**src/hdl/ray_cylinder_intersect_assert.svh**
```systemverilog
// Assertion macros for the ray/cylinder intersection block.
// Used by the top level; expects signals clk and rst in scope.
`ifndef RAY_CYLINDER_INTERSECT_ASSERT_SVH
`define RAY_CYLINDER_INTERSECT_ASSERT_SVH

// Overlapping implication, checked on every rising edge outside reset.
`define RCI_ASSERT_IMP(label, ante, cons, msg) \
  label: assert property (@(posedge clk) disable iff (rst) (ante) |-> (cons)) \
    else $error(msg);

// Implication whose consequent is checked in the cycle after the antecedent.
`define RCI_ASSERT_NXT(label, ante, cons, msg) \
  label: assert property (@(posedge clk) disable iff (rst) (ante) |=> (cons)) \
    else $error(msg);

`endif

```
**src/hdl/rci_pkg.sv**
```systemverilog
// Package for the ray/cylinder intersection block: Q16.16 types,
// saturating arithmetic helpers and pipeline sizes. No dependencies.
`timescale 1ns / 1ps
package rci_pkg;

  localparam int DW  = 32;               // datapath width
  localparam int FB  = 16;               // fraction bits
  localparam int RTW = (DW + FB) / 2;    // square root bits
  localparam int QW  = DW + FB;          // quotient bits

  typedef logic signed [DW-1:0]   dw_t;
  typedef logic        [DW-2:0]   uq_t;
  typedef logic signed [2*DW-1:0] wide_t;

  localparam dw_t DW_MAX = {1'b0, {(DW-1){1'b1}}};
  localparam dw_t DW_MIN = {1'b1, {(DW-1){1'b0}}};
  localparam dw_t EPS_Q  = dw_t'((64'd1 << FB) / 64'd1000000);

  function automatic dw_t sat_wide(input wide_t v);
    logic [DW:0] top;
    top = v[2*DW-1:DW-1];
    if ((&top) || !(|top)) return v[DW-1:0];
    return v[2*DW-1] ? DW_MIN : DW_MAX;
  endfunction

  function automatic dw_t sadd(input dw_t a, input dw_t b);
    wide_t s;
    s = wide_t'(a) + wide_t'(b);
    return sat_wide(s);
  endfunction

  function automatic dw_t ssub(input dw_t a, input dw_t b);
    wide_t s;
    s = wide_t'(a) - wide_t'(b);
    return sat_wide(s);
  endfunction

  // Exact product, floor shift by FB, saturate.
  function automatic dw_t mulq(input dw_t a, input dw_t b);
    wide_t p;
    p = a * b;
    return sat_wide(p >>> FB);
  endfunction

endpackage

```
**src/hdl/rci_sqrt.sv**
```systemverilog
// Pipelined integer square root: floor(sqrt(val * 2^FB)), one root bit per stage.
// Depends on rci_pkg.
`timescale 1ns / 1ps
module rci_sqrt (
  input  logic                       clk,
  input  rci_pkg::uq_t               val,
  output logic [rci_pkg::RTW-1:0]    root
);
  import rci_pkg::*;

  localparam int SXW = 2 * RTW;
  localparam int RMW = RTW + 2;

  logic [SXW-1:0] xs  [0:RTW];
  logic [RMW-1:0] rem [0:RTW];
  logic [RTW-1:0] rt  [0:RTW];

  assign xs[0]  = SXW'({val, {FB{1'b0}}});
  assign rem[0] = '0;
  assign rt[0]  = '0;

  for (genvar k = 0; k < RTW; k++) begin : g_step
    logic [RMW+1:0] rem4, trial;
    logic           ge;
    assign rem4  = {rem[k], xs[k][SXW-1:SXW-2]};
    assign trial = (RMW+2)'({rt[k], 2'b01});
    assign ge    = rem4 >= trial;
    always_ff @(posedge clk) begin
      xs[k+1]  <= {xs[k][SXW-3:0], 2'b00};
      rem[k+1] <= RMW'(ge ? rem4 - trial : rem4);
      rt[k+1]  <= {rt[k][RTW-2:0], ge};
    end
  end

  assign root = rt[RTW];

endmodule

```
**config.mk**
```make
export PLATFORM = sky130hd
export DESIGN_NAME = rci_sqrt
export DESIGN_NICKNAME = d
export VERILOG_FILES = /design/src/hdl/ray_cylinder_intersect_assert.svh /design/src/hdl/rci_pkg.sv /design/src/hdl/rci_sqrt.sv
export SDC_FILE = /design/constraint.sdc
export NUM_CORES = 2
export LEC_CHECK = 0
export BUFFER_PORTS_ARGS = -buffer_cell sky130_fd_sc_hd__buf_2
export CAP_MARGIN = 20
export CORE_ASPECT_RATIO = 2
export CORE_UTILIZATION = 45
export CTS_CLUSTER_DIAMETER = 50
export CTS_CLUSTER_SIZE = 25
export DETAILED_ROUTE_END_ITERATION = 10
export HOLD_SLACK_MARGIN = 0.08
export PLACE_DENSITY_LB_ADDON = 0.15
export SYNTH_ARGS = -nofsm -noshare
export SYNTH_HDL_FRONTEND = slang
export SYNTH_SLANG_ARGS = --single-unit
export TNS_END_PERCENT = 5
```
**constraint.sdc**
```tcl
create_clock -name clk -period 3.13 [get_ports clk]
set_input_delay 0.626 -clock clk [delete_from_list [all_inputs] [get_ports clk]]
set_output_delay 0.626 -clock clk [all_outputs]
set_load 0.02 [all_outputs]
```
==> metrics.cfg <==
[layout]
nets=5086
area_growth_pct=13.8
final_util_pct=51.7
drive_above_1_share_pct=10.8

[clock_tree]
clkTransAtPathRegs_ps=90
cts_made_buffers=67
cts.sinks=1091
htreeDepth=3
clk_latency_ps=680
tritoncts=done
cts_max_path_buffers=3
root_buffer=clkbuf_16

[route]
finalWirelength_um=104000
drc=0
drt-initial-drc-count=1152
wire_per_inst_um=17.4
ant_nets=0
vias=31397
via_per_inst=5.23
firstDrtPassIters=5

[sta]
setup_viol=0
worstMarginPinSlew_ps=927
finalHoldViolCount=0
skew_ps=30.1
fmax_mhz=329
maxSlewHeadroom_pct=37.8
tns_ps=0
rsz0062_at_grt=true
period_share_pct=97.1
min_period_ps=3040
drv_slew=0

[pwr]
peakVddDrop_uv=591
leakage_nw=23.5
powerDensity_mw_per_mm2=707

[grt]
grt_antenna_before_repair=8
grt_max_degree=40
grt_pass1_vias=32371
grt_pass1_wl_um=161000
met3_usage_pct=2.99
use_met2_pct=46.4
globalRouteTotalUtil_pct=21.0
top_usage_layer=met2
overflow=0
met1_usage_pct=15.1

[synthesis]
yosys.area.top_type_share_pct=49.9
synth-edff-count=0
ys_ff_latch=1091
synth_top_family_by_area=simple AND/OR/NAND/NOR gates
syn_inst=4468
syn-cell-area_sq_mm=0.0438
synth-xor-area-share_pct=8.48
ys_types=96
synth_mux_area_share_pct=1.62
synth_common_cells=1,091 x dfxtp_1, 405 x inv_1, 310 x nand2_1
ys_top_cells_by_area=dfxtp_1 50%, ha_1 8.8%, xnor2_1 4.5%
yosys.area_share.simple_pct=13.4
yosys.area.top_type=dfxtp_1
syn_area_per_cell_sq_um=9.80
synth_warnings=0
ys.flop_type=dfxtp_1
yosys.area_share.adder_pct=9.15
synth_fp_nets=4816
synth-compound-area-share_pct=13.2
async_flop_share_pct=0
yosysSeqAreaShare_pct=49.9
synth.most_common_cell=dfxtp_1

[setup_path]
path_buf_inv=3
worstSetupPathType=reg -> reg
cp_max_fo=4
cp_slowest_cell=a2111oi_4
r2r_start=g_step[14].trial[5]$_DFF_P_
startpoint=g_step[14].trial[5]$_DFF_P_
max_stage_delay_ps=390
reg2regPathDepth=12
reg2reg_to=g_step[15].rem4[25]$_DFF_P_
cp-end-kind=flip-flop
r2r_setup_slack_ps=90
path_common_cell=a21o_1
cpLargestDelayFamily=compound AO/OA/AOI/OAI gates
required_ps=3690
path_cells=inv_1 > ha_1 > a21o_1 > a21o_1 > a21o_1 > a2111oi_4 > buf_4 > o2111a_1 > o211a_2 > buf_4 > nor2_1 > a22o_1
critPathLaunchType=flip-flop
arrival_ps=3600

[placed_design]
place_hpwl_um=82900
portBuffers=55
globalplace.congestion=0.933

[die]
std_cell_rows=161
die_h_um=443
die-area_sq_mm=0.0986
start_util_pct=45.5
io-pin-count=56
die_w_um=223
core_sq_mm=0.0963

[hold_path]
hp-start=xs[1086]$_DFF_P_
hp-class=reg -> reg
hold-path-cell-count=0
hold_end=xs[1040]$_DFF_P_

[outcome]
status=complete, no violations

[job]
drv_cap=0

-- timing repair --
action | in CTS | in global routing
cloned | 0 | 2
pin swaps | 2 | 5
gates resized for setup | 16 | 48
setup buffers | 1 | 7
endpoints found under the hold margin | 31 | 0
setup endpoints to repair | 61 | 128
hold buffers | 31 | 0
-- layer usage --
layer,up-vias,share of wire (%)
met5,-,0.025
met4,4,7.6
met2,534,61
li1,15827,-
met3,331,2.7
met1,14701,29
-- stage by stage --
step | worst slack [ps] | cells | hold slack [ps] | power, mW | cell area, sq um
floorplan | 98.6 | 4468 | 310 | 23.0 | 43800
global placement | -249 | 5850 | 310 | 25.4 | 46800
detailed placement | -240 | 5850 | 312 | 25.5 | 46800
CTS | -37.5 | 5997 | 315 | 35.5 | 49500
global route | -32.8 | 6007 | 313 | 37.1 | 49800
finish | 91.0 | 6008 | 321 | 35.2 | 49800
-- state kept, by name (all words and copies together), names as in the netlist --
signal        flops
g_step.rem4     581
g_step.trial    276
xs              210
root             24
-- final cells by class --
cell class / instances / area, sq um
Antenna cell: 2 / 5.00
Clock buffer: 76 / 1790
Clock inverter: 39 / 529
Fill cell: 8930 / 46500
Inverter: 409 / 1540
Multi-Input combinational cell: 2895 / 20400
Sequential cell: 1091 / 21800
Tap cell: 1222 / 1530
Timing Repair Buffer: 274 / 2190
-- where the power goes --
| group | internal (mW) | switching (mW) |
|---|---|---|
| combinational | 3.36 | 3.72 |
| clock | 4.83 | 5.01 |
| sequential | 16.3 | 1.99 |
-- cell families (layout without fill, tap and decap cells) --
kind of cell	Yosys count	count (layout)
compound gates	922	922
xor+xnor	423	423
fa+ha+maj	316	316
buf+inv	482	798
flops	1091	1091
mux	60	60
other cells	1	3
simple gates	1173	1173
-- worst max path at each step --
stage / endpoint / slack [ps] / depth (start not counted)
finish: g_step[15].rem4[25]$_DFF_P_ / 90 / 12
global route: g_step[10].rem4[24]$_DFF_P_ / -30 / 11
CTS: g_step[23].rem4[22]$_DFF_P_ / -40 / 14
detailed placement: g_step[16].rem4[6]$_DFF_P_ / -240 / 11
global placement: g_step[16].rem4[6]$_DFF_P_ / -250 / 11
floorplan: g_step[19].rem4[13]$_DFF_P_ / 100 / 12
-- cell usage in the layout, fill, tap and decap left out, types with 46 or more instances in the layout --
cell,n
xnor2_1,226
clkbuf_16,70
dfxtp_1,1089
nand3_1,75
ha_1,307
o21a_1,62
nand2_1,310
inv_1,405
xor2_1,196
o21ai_0,230
buf_4,173
nor2_1,273
buf_2,55
a21oi_1,267
nor3_1,116
nor4_1,66
a21o_1,101
mux2_2,46
Note: power is estimated with default switching activity, not from simulation.
